$ cat config.mk
export PLATFORM = sky130hd
export DESIGN_NAME = registration_retry_backoff_core
export DESIGN_NICKNAME = d
export VERILOG_FILES = /design/src/hw/rtl/rrb_pkg.sv /design/src/hw/rtl/registration_retry_backoff_core.sv
export VERILOG_INCLUDE_DIRS = /design/src /design/src/hw/rtl
export SDC_FILE = /design/constraint.sdc
export NUM_CORES = 1
export LEC_CHECK = 0
export BUFFER_PORTS_ARGS = -buffer_cell sky130_fd_sc_hd__buf_2
export CAP_MARGIN = 20
export CORE_MARGIN = 1
export CORE_UTILIZATION = 55
export CTS_BUF_LIST = sky130_fd_sc_hd__clkbuf_4 sky130_fd_sc_hd__clkbuf_8
export CTS_CLUSTER_SIZE = 24
export DETAILED_ROUTE_END_ITERATION = 8
export PLACE_DENSITY = 0.84
export RECOVER_POWER = 50
export SLEW_MARGIN = 20
export SYNTH_ARGS = -nofsm -noshare
export SYNTH_HDL_FRONTEND = slang
export SYNTH_SLANG_ARGS = --single-unit
$ cat constraint.sdc
create_clock -name clk -period 3.06 [get_ports clk]
set_input_delay 0.612 -clock clk [delete_from_list [all_inputs] [get_ports clk]]
set_output_delay 0.612 -clock clk [all_outputs]
set_load 0.03 [all_outputs]
$ cat src/hw/rtl/registration_retry_backoff_core_defines.svh
// ----------------------------------------------------------------------------
// Assertion macros for the registration retry backoff core
// Shared concurrent assertion forms, compiled out when SYNTH is defined.
// ----------------------------------------------------------------------------
`ifndef REGISTRATION_RETRY_BACKOFF_CORE_DEFINES_SVH
`define REGISTRATION_RETRY_BACKOFF_CORE_DEFINES_SVH

`ifndef SYNTH
// Assertion checked on every clock edge outside reset.
`define RRB_ASSERT(lbl, clk_sig, rst_sig, prop, msg) \
  lbl: assert property (@(posedge clk_sig) disable iff (rst_sig) (prop)) \
    else $error(msg);
// Assertion checked on every clock edge, reset included.
`define RRB_ASSERT_ALWAYS(lbl, clk_sig, prop, msg) \
  lbl: assert property (@(posedge clk_sig) (prop)) else $error(msg);
`else
`define RRB_ASSERT(lbl, clk_sig, rst_sig, prop, msg)
`define RRB_ASSERT_ALWAYS(lbl, clk_sig, prop, msg)
`endif

`endif

$ cat src/hw/rtl/rrb_pkg.sv
// ----------------------------------------------------------------------------
// Registration retry backoff package
// Types, codes and reset defaults shared by the retry backoff core.
// ----------------------------------------------------------------------------
package rrb_pkg;

  // Default width of the timeout, backoff and wait timers.
  localparam int TIMER_WIDTH_DEF = 32;

  localparam int CFG_INDEX_W = 2;
  localparam int CFG_DATA_W  = 32;
  localparam int IN_DATA_W   = 8;
  localparam int OUT_DATA_W  = 48;

  localparam int ATTEMPT_W  = 4;
  localparam int TIMEOUT_W  = 32;
  localparam int BASE_W     = 16;
  localparam int ELAPSED_W  = 32;
  // Backoff base shifted by at most fifteen places.
  localparam int BACKOFF_W  = BASE_W + (1 << ATTEMPT_W) - 1;

  localparam logic [ATTEMPT_W-1:0] ATTEMPT_MAX = '1;

  localparam logic [ATTEMPT_W-1:0] MAX_ATTEMPTS_RST = 4'd5;
  localparam logic [TIMEOUT_W-1:0] TIMEOUT_RST      = 32'd10000;
  localparam logic [BASE_W-1:0]    BASE_RST         = 16'd2000;

  // Configuration register indexes.
  localparam logic [CFG_INDEX_W-1:0] CFG_MAX_ATTEMPTS = 2'd0;
  localparam logic [CFG_INDEX_W-1:0] CFG_TIMEOUT      = 2'd1;
  localparam logic [CFG_INDEX_W-1:0] CFG_BACKOFF_BASE = 2'd2;

  typedef enum logic [1:0] {
    FN_TICK  = 2'd0,
    FN_START = 2'd1,
    FN_RESP  = 2'd2
  } func_t;

  typedef enum logic [2:0] {
    PH_IDLE    = 3'd0,
    PH_WAIT    = 3'd1,
    PH_BACKOFF = 3'd2,
    PH_DONE    = 3'd3,
    PH_FAILED  = 3'd4
  } phase_t;

endpackage

$ cat src/hw/rtl/registration_retry_backoff_core.sv
// An input transfer reaches its result through the input register, then the result register.
// One item per cycle unless m_axis_tready stalls the result; each item gives exactly one result.
// While a result waits for m_axis_tready, the input register takes an item only when empty.
// Reset (rst, synchronous, active high) returns the phase to idle, clears the attempt
// count and timers, empties both registers and loads the default configuration.
// ----------------------------------------------------------------------------
// Registration retry backoff core
// Request-and-retry controller with binary exponential backoff on a stream.
// ----------------------------------------------------------------------------
`include "registration_retry_backoff_core_defines.svh"

module registration_retry_backoff_core #(
  parameter int TIMER_WIDTH = rrb_pkg::TIMER_WIDTH_DEF
) (
  input  logic                             clk,
  input  logic                             rst,
  // Configuration write channel.
  input  logic                             cfg_valid,
  output logic                             cfg_ready,
  input  logic [rrb_pkg::CFG_INDEX_W-1:0]  cfg_index,
  input  logic [rrb_pkg::CFG_DATA_W-1:0]   cfg_data,
  // Input items.
  input  logic                             s_axis_tvalid,
  output logic                             s_axis_tready,
  // tdata: func[1:0], response_ok[2], link_up[3], zero[7:4]
  input  logic [rrb_pkg::IN_DATA_W-1:0]    s_axis_tdata,
  // Result items.
  output logic                             m_axis_tvalid,
  input  logic                             m_axis_tready,
  // tdata: send_request[0], succeeded[1], gave_up[2], status[5:3], attempts[9:6],
  //        elapsed_ticks[41:10], zero[47:42]
  output logic [rrb_pkg::OUT_DATA_W-1:0]   m_axis_tdata
);

  localparam int CMP_W = (TIMER_WIDTH > 32) ? TIMER_WIDTH : 32;
  localparam logic [TIMER_WIDTH-1:0] TIMER_MAX = '1;
  localparam logic [TIMER_WIDTH-1:0] TIMER_ONE = TIMER_WIDTH'(1);
  localparam logic [CMP_W-1:0] TIMER_MAX_EXT = CMP_W'(TIMER_MAX);
  localparam logic [CMP_W-1:0] ELAPSED_MAX_EXT = CMP_W'({rrb_pkg::ELAPSED_W{1'b1}});

  // Configuration registers.
  logic [rrb_pkg::ATTEMPT_W-1:0] max_attempts;
  logic [rrb_pkg::TIMEOUT_W-1:0] timeout_ticks;
  logic [rrb_pkg::BASE_W-1:0]    backoff_base_ticks;

  // Controller state.
  rrb_pkg::phase_t               phase, phase_next;
  logic [rrb_pkg::ATTEMPT_W-1:0] attempt_count, attempt_count_next;
  logic [TIMER_WIDTH-1:0]        remaining_ticks, remaining_ticks_next;
  logic [TIMER_WIDTH-1:0]        wait_count, wait_count_next;

  // Input register.
  logic                          in_valid;
  logic [rrb_pkg::IN_DATA_W-1:0] in_data;

  // Result register.
  logic                           out_valid;
  logic [rrb_pkg::OUT_DATA_W-1:0] out_data, out_data_next;

  logic advance;

  rrb_pkg::func_t func;
  logic response_ok;
  logic link_up;

  logic sent, success, failed;
  logic begin_att, attempt_fail, clear_count;
  logic [rrb_pkg::ATTEMPT_W-1:0] count_base;
  logic [rrb_pkg::ELAPSED_W-1:0] elapsed;

  logic [rrb_pkg::BACKOFF_W-1:0] backoff_raw;
  logic [CMP_W-1:0]              timeout_ext, backoff_ext, wait_ext;
  logic [TIMER_WIDTH-1:0]        timeout_sat, backoff_sat;

  assign cfg_ready = 1'b1;

  always_ff @(posedge clk) begin
    if (rst) begin
      max_attempts       <= rrb_pkg::MAX_ATTEMPTS_RST;
      timeout_ticks      <= rrb_pkg::TIMEOUT_RST;
      backoff_base_ticks <= rrb_pkg::BASE_RST;
    end else if (cfg_valid && cfg_ready) begin
      case (cfg_index)
        rrb_pkg::CFG_MAX_ATTEMPTS: max_attempts <= cfg_data[rrb_pkg::ATTEMPT_W-1:0];
        rrb_pkg::CFG_TIMEOUT:      timeout_ticks <= cfg_data[rrb_pkg::TIMEOUT_W-1:0];
        rrb_pkg::CFG_BACKOFF_BASE: backoff_base_ticks <= cfg_data[rrb_pkg::BASE_W-1:0];
        default: ;
      endcase
    end
  end

  // An item moves from the input register to the result register when the result
  // slot is empty or is being emptied in this cycle.
  assign advance       = in_valid && (!out_valid || m_axis_tready);
  assign s_axis_tready = !in_valid || advance;

  always_ff @(posedge clk) begin
    if (rst) begin
      in_valid <= 1'b0;
    end else if (s_axis_tready) begin
      in_valid <= s_axis_tvalid;
    end
  end

  always_ff @(posedge clk) begin
    if (s_axis_tready && s_axis_tvalid) begin
      in_data <= s_axis_tdata;
    end
  end

  assign func        = rrb_pkg::func_t'(in_data[1:0]);
  assign response_ok = in_data[2];
  assign link_up     = in_data[3];

  // Saturated timer loads.
  assign backoff_raw = rrb_pkg::BACKOFF_W'(backoff_base_ticks) << attempt_count;
  assign timeout_ext = CMP_W'(timeout_ticks);
  assign backoff_ext = CMP_W'(backoff_raw);
  assign wait_ext    = CMP_W'(wait_count);
  assign timeout_sat = (timeout_ext > TIMER_MAX_EXT) ? TIMER_MAX
                                                     : timeout_ext[TIMER_WIDTH-1:0];
  assign backoff_sat = (backoff_ext > TIMER_MAX_EXT) ? TIMER_MAX
                                                     : backoff_ext[TIMER_WIDTH-1:0];

  // Next state.
  always_comb begin
    phase_next           = phase;
    attempt_count_next   = attempt_count;
    remaining_ticks_next = remaining_ticks;
    wait_count_next      = wait_count;
    sent                 = 1'b0;
    success              = 1'b0;
    failed               = 1'b0;
    elapsed              = '0;
    begin_att            = 1'b0;
    attempt_fail         = 1'b0;
    clear_count          = 1'b0;
    count_base           = attempt_count;

    case (func)
      rrb_pkg::FN_TICK: begin
        if (phase == rrb_pkg::PH_WAIT) begin
          if (wait_count != TIMER_MAX) begin
            wait_count_next = wait_count + TIMER_ONE;
          end
          if (remaining_ticks <= TIMER_ONE) begin
            remaining_ticks_next = '0;
            attempt_fail         = 1'b1;
          end else begin
            remaining_ticks_next = remaining_ticks - TIMER_ONE;
          end
        end else if (phase == rrb_pkg::PH_BACKOFF) begin
          if (remaining_ticks <= TIMER_ONE) begin
            remaining_ticks_next = '0;
            begin_att            = 1'b1;
          end else begin
            remaining_ticks_next = remaining_ticks - TIMER_ONE;
          end
        end
      end
      rrb_pkg::FN_START: begin
        if (phase != rrb_pkg::PH_WAIT && phase != rrb_pkg::PH_BACKOFF) begin
          clear_count = 1'b1;
          begin_att   = 1'b1;
        end
      end
      rrb_pkg::FN_RESP: begin
        if (phase == rrb_pkg::PH_WAIT) begin
          if (response_ok) begin
            phase_next           = rrb_pkg::PH_DONE;
            remaining_ticks_next = '0;
            success              = 1'b1;
            elapsed = (wait_ext > ELAPSED_MAX_EXT) ? '1 : wait_ext[rrb_pkg::ELAPSED_W-1:0];
          end else begin
            attempt_fail = 1'b1;
          end
        end
      end
      default: ;
    endcase

    if (begin_att) begin
      count_base = clear_count ? '0 : attempt_count;
      attempt_count_next = (count_base == rrb_pkg::ATTEMPT_MAX) ? count_base
                                                                : count_base + 1'b1;
      if (link_up) begin
        phase_next           = rrb_pkg::PH_WAIT;
        remaining_ticks_next = timeout_sat;
        wait_count_next      = '0;
        sent                 = 1'b1;
      end else begin
        phase_next           = rrb_pkg::PH_FAILED;
        remaining_ticks_next = '0;
        failed               = 1'b1;
      end
    end

    // Rejections and timeouts both compare against the count before this step.
    if (attempt_fail) begin
      if (attempt_count >= max_attempts) begin
        phase_next           = rrb_pkg::PH_FAILED;
        remaining_ticks_next = '0;
        failed               = 1'b1;
      end else begin
        phase_next           = rrb_pkg::PH_BACKOFF;
        remaining_ticks_next = backoff_sat;
      end
    end
  end

  // Result assembly.
  always_comb begin
    out_data_next = {
      {(rrb_pkg::OUT_DATA_W - 42){1'b0}},
      elapsed,
      attempt_count_next,
      phase_next,
      failed,
      success,
      sent
    };
  end

  always_ff @(posedge clk) begin
    if (rst) begin
      phase           <= rrb_pkg::PH_IDLE;
      attempt_count   <= '0;
      remaining_ticks <= '0;
      wait_count      <= '0;
    end else if (advance) begin
      phase           <= phase_next;
      attempt_count   <= attempt_count_next;
      remaining_ticks <= remaining_ticks_next;
      wait_count      <= wait_count_next;
    end
  end

  always_ff @(posedge clk) begin
    if (rst) begin
      out_valid <= 1'b0;
    end else if (advance) begin
      out_valid <= 1'b1;
    end else if (m_axis_tready) begin
      out_valid <= 1'b0;
    end
  end

  always_ff @(posedge clk) begin
    if (advance) begin
      out_data <= out_data_next;
    end
  end

  assign m_axis_tvalid = out_valid;
  assign m_axis_tdata  = out_data;

  // A held result always reports the phase that the controller is in.
  `RRB_ASSERT(a_status_matches_phase, clk, rst,
              out_valid |-> (out_data[5:3] == phase), "result status differs from phase")
  // A single step never both succeeds and gives up.
  `RRB_ASSERT(a_success_excl_giveup, clk, rst,
              out_valid |-> !(out_data[1] && out_data[2]), "success and give-up together")
  // Giving up always leaves the controller in the failed phase.
  `RRB_ASSERT(a_giveup_failed, clk, rst,
              (out_valid && out_data[2]) |-> (phase == rrb_pkg::PH_FAILED),
              "give-up without failed phase")
  // An item waiting behind a stalled result is kept.
  `RRB_ASSERT(a_input_held, clk, rst,
              (in_valid && out_valid && !m_axis_tready) |=> in_valid,
              "input item lost during output stall")

endmodule
==> run metrics, run 1 <==
status complete, no violations; crit-path max FO 8; die area 16000 um^2; crit-path cells or4_4, or4_4, or4_4, buf_4, o31ai_4, buf_4, buf_12, a22oi_1, a21oi_1, a31o_2; Max Clock Freq 334 MHz; reg-to-reg endpoint remaining_ticks[8]; Post-synth EDFFs 46; layout cells sized above 1 15.1%; cell mode on critical path or4_4; static leakage 0.00356 uW; Antenna Nets Post-Route 0; min Tclk post-route 2.99 ns; CP arrival 3.42 ns; Unique masters post-synth 63; hold_sp s_axis_tdata[2]; total CTS buffers 17; first-pass GRT wire length 34.5 mm; worst slew pin tran 1.42 ns; Critical Path Source Type flop; drt drc 0; Pins Over Slew Limit 0; vias in the first global route 6897; Clock Skews 0.0189 ns; Crit Reg-Reg Startpoint remaining_ticks[27]; Worst-path clk slew 0.10 ns; pre-CTS setup slack 0.0259 ns; largest net degree at the start of global routing 56; Fin. Hold Viols 0; WHS 0.319 ns; FF-to-FF setup slack 0.07 ns; Setup Viol. Count Final 0; WS Path Type flop to flop; Area after DPL 9260 um^2; Max-Cap Viols 0; detailed placement HPWL 15.1 mm; CP bufs+invs 3; Port Buffers 86; Hold Crit Depth 1; Vias 7672; Post-Syn Area 8530 um^2; clock latency on the worst-skew pair 0.48 ns; total grt overflow 0; Die X-Extent 127 um; Slew HR 5.19%; H-tree Lvls 4; register area share after synthesis 45.5%; CTS root buf clkbuf_8; GP Congestion 0.955; Worst EP required 3.49 ns; CP Capture Type flop; slowest stage delay, CP 0.54 ns; drt via density 6.01; Final Total Pwr 4780 uW; area of the multi-input gates 4320 um^2; initial DRC count 761; I/O pin count 98; drt pass-1 iters 6; Core Rows 45; Yosys warnings 0; Syn Area/Cell 8.63 um^2; Max VDD drop 0.000258 V; Starting Density 56.3%; Critical-path top delay cell or4_4; Hold Path Class input pin to flop; synthesis-to-finish area growth 13.7%; Fillers 1230; R2R cell count 10; core box area 15100 um^2; clk buf depth 2; Register Area 3880 um^2; CP Depth 10; worst setup margin 0.0653 ns; final wirelength 21.8 mm; wire length per cell 17.1 um; Post-Syn Instances 989; Min-Delay Endpoint in_data[2]; Design Area, Final 9700 um^2; fin crit share 97.9%; worst setup path startpoint remaining_ticks[27]; PD cells 493 nW/um^2; Total Nets Final 1131; Post-synth top flop dfxtp_1; overall die height 127 um; # diodes 0; TritonCTS sink count 171; final setup TNS 0 ns; #FFs+latches synth 171; cell family with most CP delay simple AND/OR/NAND/NOR gates; CTS tree yes; antenna violations before repair 0; gr usage total 27.4%; Async SR Flop Fraction 0%
==> repair_timing <==
item                       4_1_cts  5_1_grt
buffers inserted                 0        2
resized for setup                0        4
setup endpoints to repair        0       65
hold buffers                     0        0
==> how the worst max path moves through the flow <==
stage                          end  slack (ns)
2_1_floorplan  remaining_ticks[17]       0.005
3_3_place_gp    remaining_ticks[8]        0.06
3_5_place_dp    remaining_ticks[8]        0.03
4_1_cts         remaining_ticks[8]       0.003
5_1_grt         remaining_ticks[8]       -0.02
6_report        remaining_ticks[8]        0.07
==> synthesized netlist by cell type, types with 7 or more instances <==
library cell	count	area, um^2
edfxtp_1	46	1380
a31oi_1	14	87.6
inv_1	18	67.6
mux2_2	17	191
a22oi_1	12	90.1
ha_1	8	100
o21ai_0	45	225
nand3_1	36	180
a21oi_1	75	375
nor3_1	27	135
nor2_1	88	330
nor4_1	12	75.1
xnor2_1	12	105
mux2i_1	23	230
buf_2	9	45.0
nand2b_1	7	43.8
dfxtp_1	125	2500
a211oi_1	9	67.6
or4_1	9	67.6
nand2_1	155	582
nand4_1	14	87.6
clkbuf_1	46	173
or3_1	8	50.1
buf_4	7	52.6
and2_1	36	225
xor2_1	36	315
o211ai_1	14	105
a221oi_1	11	96.3
==> metal layers <==
| metal | GRT usage [%] | vias to the layer above | routed length, um |
|---|---|---|---|
| li1 | - | 3685 | - |
| met1 | 37.8 | 3544 | 9560 |
| met2 | 42.8 | 382 | 9860 |
| met3 | 5.69 | 61 | 1870 |
| met4 | 9.21 | 0 | 505 |
| met5 | 0 | - | 0 |
==> sequential cells by signal, indices dropped and copies added, names as in the netlist <==
name,flops
m_axis_tdata,42
remaining_ticks,32
timeout_ext,32
wait_count,32
backoff_base_ticks,16
attempt_count,4
in_data,4
max_attempts,4
phase,3
in_valid,1
m_axis_tvalid,1
==> kinds of logic (layout without fill, tap and decap cells) <==
| group | after synthesis | after routing | synth area share, % |
|---|---|---|---|
| other | 2 | 7 | 0.0880 |
| xor gates and xnor gates | 48 | 48 | 4.93 |
| adders and majority gates | 8 | 8 | 1.17 |
| AOI/OAI and AO/OA | 211 | 211 | 15.4 |
| and+or+nand+nor | 421 | 421 | 23.4 |
| muxes | 41 | 41 | 5.21 |
| DFF | 171 | 171 | 45.5 |
| buffers and inverters | 87 | 182 | 4.36 |
==> cell type report <==
type	count	area share, %
Multi-Input combinational cell	736	44.5
Tap cell	188	2.43
Sequential cell	171	40.1
Clock buffer	17	2.41
Clock inverter	15	1.73
Timing Repair Buffer	131	8.10
Inverter	19	0.735
==> report_power, final <==
group          switching [uW]  internal, uW
clock                     960           620
sequential               49.8          2390
combinational             473           284
total                    1480          3290
==> cells in the final DEF, fill, tap and decap left out, types with 17 or more instances in the layout <==
| master | instances |
|---|---|
| nand2_1 | 155 |
| clkbuf_1 | 28 |
| nor3_1 | 27 |
| and2_1 | 35 |
| mux2_2 | 17 |
| nand3_1 | 36 |
| mux2i_1 | 23 |
| a21oi_1 | 75 |
| inv_1 | 19 |
| buf_2 | 61 |
| nor2_1 | 88 |
| o21ai_0 | 45 |
| clkbuf_8 | 17 |
| dfxtp_1 | 125 |
| edfxtp_1 | 46 |
| xor2_1 | 36 |
| buf_4 | 38 |
==> per-stage QoR <==
step / utilization, % / std cells
floorplan: - / 994
global placement: 61.1 / 1241
detailed placement: 61.1 / 1241
CTS: 63.8 / 1273
global route: 64.0 / 1277
finish: 64.0 / 1277
Note: power is estimated with default switching activity, not from simulation.
==> inputs of run 2 (changes only) <==
--- a/config.mk
+++ b/config.mk
@@ -15,6 +15,7 @@
 export DETAILED_ROUTE_END_ITERATION = 8
 export PLACE_DENSITY = 0.84
 export RECOVER_POWER = 50
+export REMOVE_ABC_BUFFERS = 1
 export SLEW_MARGIN = 20
 export SYNTH_ARGS = -nofsm -noshare
 export SYNTH_HDL_FRONTEND = slang
==> run 2 against run 1 <==
  * The flow now finishes with violations (max-capacitance violations, max-slew violations)
  * Power grew 1.4%
  * Count of clock-buffer cells in the layout is the same
  * Worst setup slack lost 0.064 ns
  * Hold slack gained 0.0020 ns
  * Sequential share of layout area shrank 0.70 points
  * Maximum frequency shrank 2.1%
  * Largest cell class unchanged
==> run metrics, run 2 (same netlist as run 1, synthesis figures left out) <==
RSZ-0062 raised after global routing yes; Design Area, Final 9870 um^2 (+1.8%); Starting Density 56.3% (unchanged); Slew HR -6.02% (-11 points); status finished, violations left; Die X-Extent 127 um (unchanged); Hold Crit Depth 1 (unchanged); failing checks max-capacitance violations, max-slew violations; H-tree Lvls 4 (unchanged); Internal 3330 uW (+1.1%); total grt overflow 0 (unchanged); FF-to-FF setup slack 0.001 ns (-0.06 ns); Pins Over Slew Limit 33 (+33); final setup TNS 0 ns (unchanged); synthesis-to-finish area growth 15.7%; metal1 wirelength 9.36 mm (-2.0%); Min-Delay Endpoint in_data[1]; fin crit share 100% (+2.1 points); Max Clock Freq 327 MHz (-2.1%); clk buf depth 2 (unchanged); sequential power share 50.3% (-0.8 points); Worst EP required 3.44 ns (-0.05 ns); Final Total Pwr 4850 uW (+1.4%); PD cells 491 nW/um^2 (-0.35%); Fin. Hold Viols 0 (unchanged); placed cell count 1250 (+0.73%); largest net degree at the start of global routing 56 (unchanged); max reg flops 42 (unchanged); static leakage 0.00366 uW (+2.7%); WHS 0.321 ns (+0.00204 ns); WS Path Type flop to flop; final wirelength 22.4 mm (+3.0%); Clock Skews 0.0152 ns (-0.00368 ns); CTS tree yes; detailed placement HPWL 14.8 mm (-1.8%); total CTS buffers 17 (unchanged); Hold Buf Count CTS 0 (unchanged); min Tclk post-route 3.06 ns (+0.0640 ns); # diodes 0 (unchanged); share of total power in the clock network 32.9% (-0.2 points); Max VDD drop 0.000330 V (+28%); Worst-path clk slew 0.10 ns (about the same); drt drc 0 (unchanged); gr usage total 27.3% (-0.031 points); CP arrival 3.44 ns (+0.02 ns); first-pass GRT wire length 34.7 mm (+0.54%); Crit Reg-Reg Startpoint remaining_ticks[20]; Total Nets Final 1143 (+1.1%); CP Capture Type flop; CTS root buf clkbuf_8; reg-to-reg endpoint wait_count[23]; hold_sp s_axis_tdata[1]; Sw Share 31.3% (+0.21 points); met2 WL post-DR 10.7 mm (+8.4%); commonest non-fill, non-tap cell in the layout nand2_1; drt via density 6.13 (+2.1%); max layer used met4; worst slew pin tran 1.59 ns (+0.168 ns); Vias 7903 (+3.0%); initial DRC count 839 (+10%); crit-path max FO 16 (+8); clock latency on the worst-skew pair 0.49 ns (about the same); Critical Path Source Type flop; die area 16000 um^2 (unchanged); Port Buffers 86 (unchanged); drt pass-1 iters 8 (+2); layout cells sized above 1 16.4% (+1.4 points); Logic pwr share 16.8% (+1.0 points); vias in the first global route 7183 (+4.1%); overall die height 127 um (unchanged); sw power 1510 uW (+2.1%); TritonCTS sink count 171 (unchanged); Hold Path Class input pin to flop; core box area 15100 um^2 (unchanged); met3 wire len 1.78 mm (-4.7%); final std cells w/o fill 1289 (+0.94%); I/O pin count 98 (unchanged); Setup Viol. Count Final 0 (unchanged); wire length per cell 17.4 um (+2.0%); GP Congestion 0.940 (-1.5%); most frequent cells in the layout nand2_1, dfxtp_1, nor2_1, a21oi_1, buf_2; R2R cell count 10 (unchanged); Max-Cap Viols 1 (+1); Core Rows 45 (unchanged); Area after DPL 9350 um^2 (+1.0%); antenna violations before repair 0 (unchanged); Antenna Nets Post-Route 0 (unchanged)
==> run 2: changes by cell type in the layout (fill, tap and decap cells not counted), sizes merged <==
cell	delta
buf	+13
clkbuf	-1
clkinv	-1
clkinvlp	+1
==> run 2: layout make-up <==
cell class | count | area [um^2]
Fill cell | 1211 | 5270
Multi-Input combinational cell | 736 | 4320
Sequential cell | 171 | 3880
Timing Repair Buffer | 143 | 950
Tap cell | 188 | 235
Clock buffer | 17 | 234
Clock inverter | 15 | 174
Inverter | 19 | 71.3
==> run 2: critical path, stage by stage, from the launching register on <==
cell,delay (ns)
dfxtp_2,0.34
or4_4,0.55
or4_4,0.44
or4_4,0.60
buf_6,0.16
o31ai_4,0.23
buf_6,0.15
nand2_2,0.09
nand2_4,0.15
clkbuf_16,0.19
nor2_1,0.06
==> run 2: power by group through the flow <==
stage	clock (uW)	sequential (uW)	combinational (uW)
6_report	1590	2440	812
2_1_floorplan	0	2540	414
4_1_cts	1610	2440	772
3_3_place_gp	0	2490	745
3_5_place_dp	0	2490	762
5_1_grt	1700	2450	871
==> run 2: worst max path at each step <==
stage	endpoint	slack, ns	startpoint	depth (start not counted)
after detailed placement	remaining_ticks[13]	-0.03	remaining_ticks[20]	9
after global routing	wait_count[23]	-0.03	remaining_ticks[20]	10
after floorplan	wait_count[0]	-1.09	remaining_ticks[20]	7
after global placement	remaining_ticks[14]	0.02	remaining_ticks[20]	9
final	wait_count[23]	0.001	remaining_ticks[20]	10
after CTS	remaining_ticks[13]	0.01	remaining_ticks[20]	9
==> run 2: metrics by stage <==
stage | util, % | setup WS [ns]
global placement | 61.7 | 0.0157
detailed placement | 61.7 | -0.0273
global route | 65.2 | -0.0341
CTS | 64.5 | 0.0120
finish | 65.2 | 0.00125
floorplan | - | -1.09
==> run 2: what timing repair did <==
item | 4_1_cts | 5_1_grt
resized for setup | 1 | 8
buffers inserted | 0 | 3
endpoints found under the setup margin | 15 | 55
gates cloned | 0 | 4
==> run 2: per-layer routing <==
layer / vias up / global-route usage (%)
li1: 3706 / -
met1: 3715 / 35.5
met2: 414 / 45.0
met3: 68 / 4.72
met4: 0 / 11.8
met5: - / 0
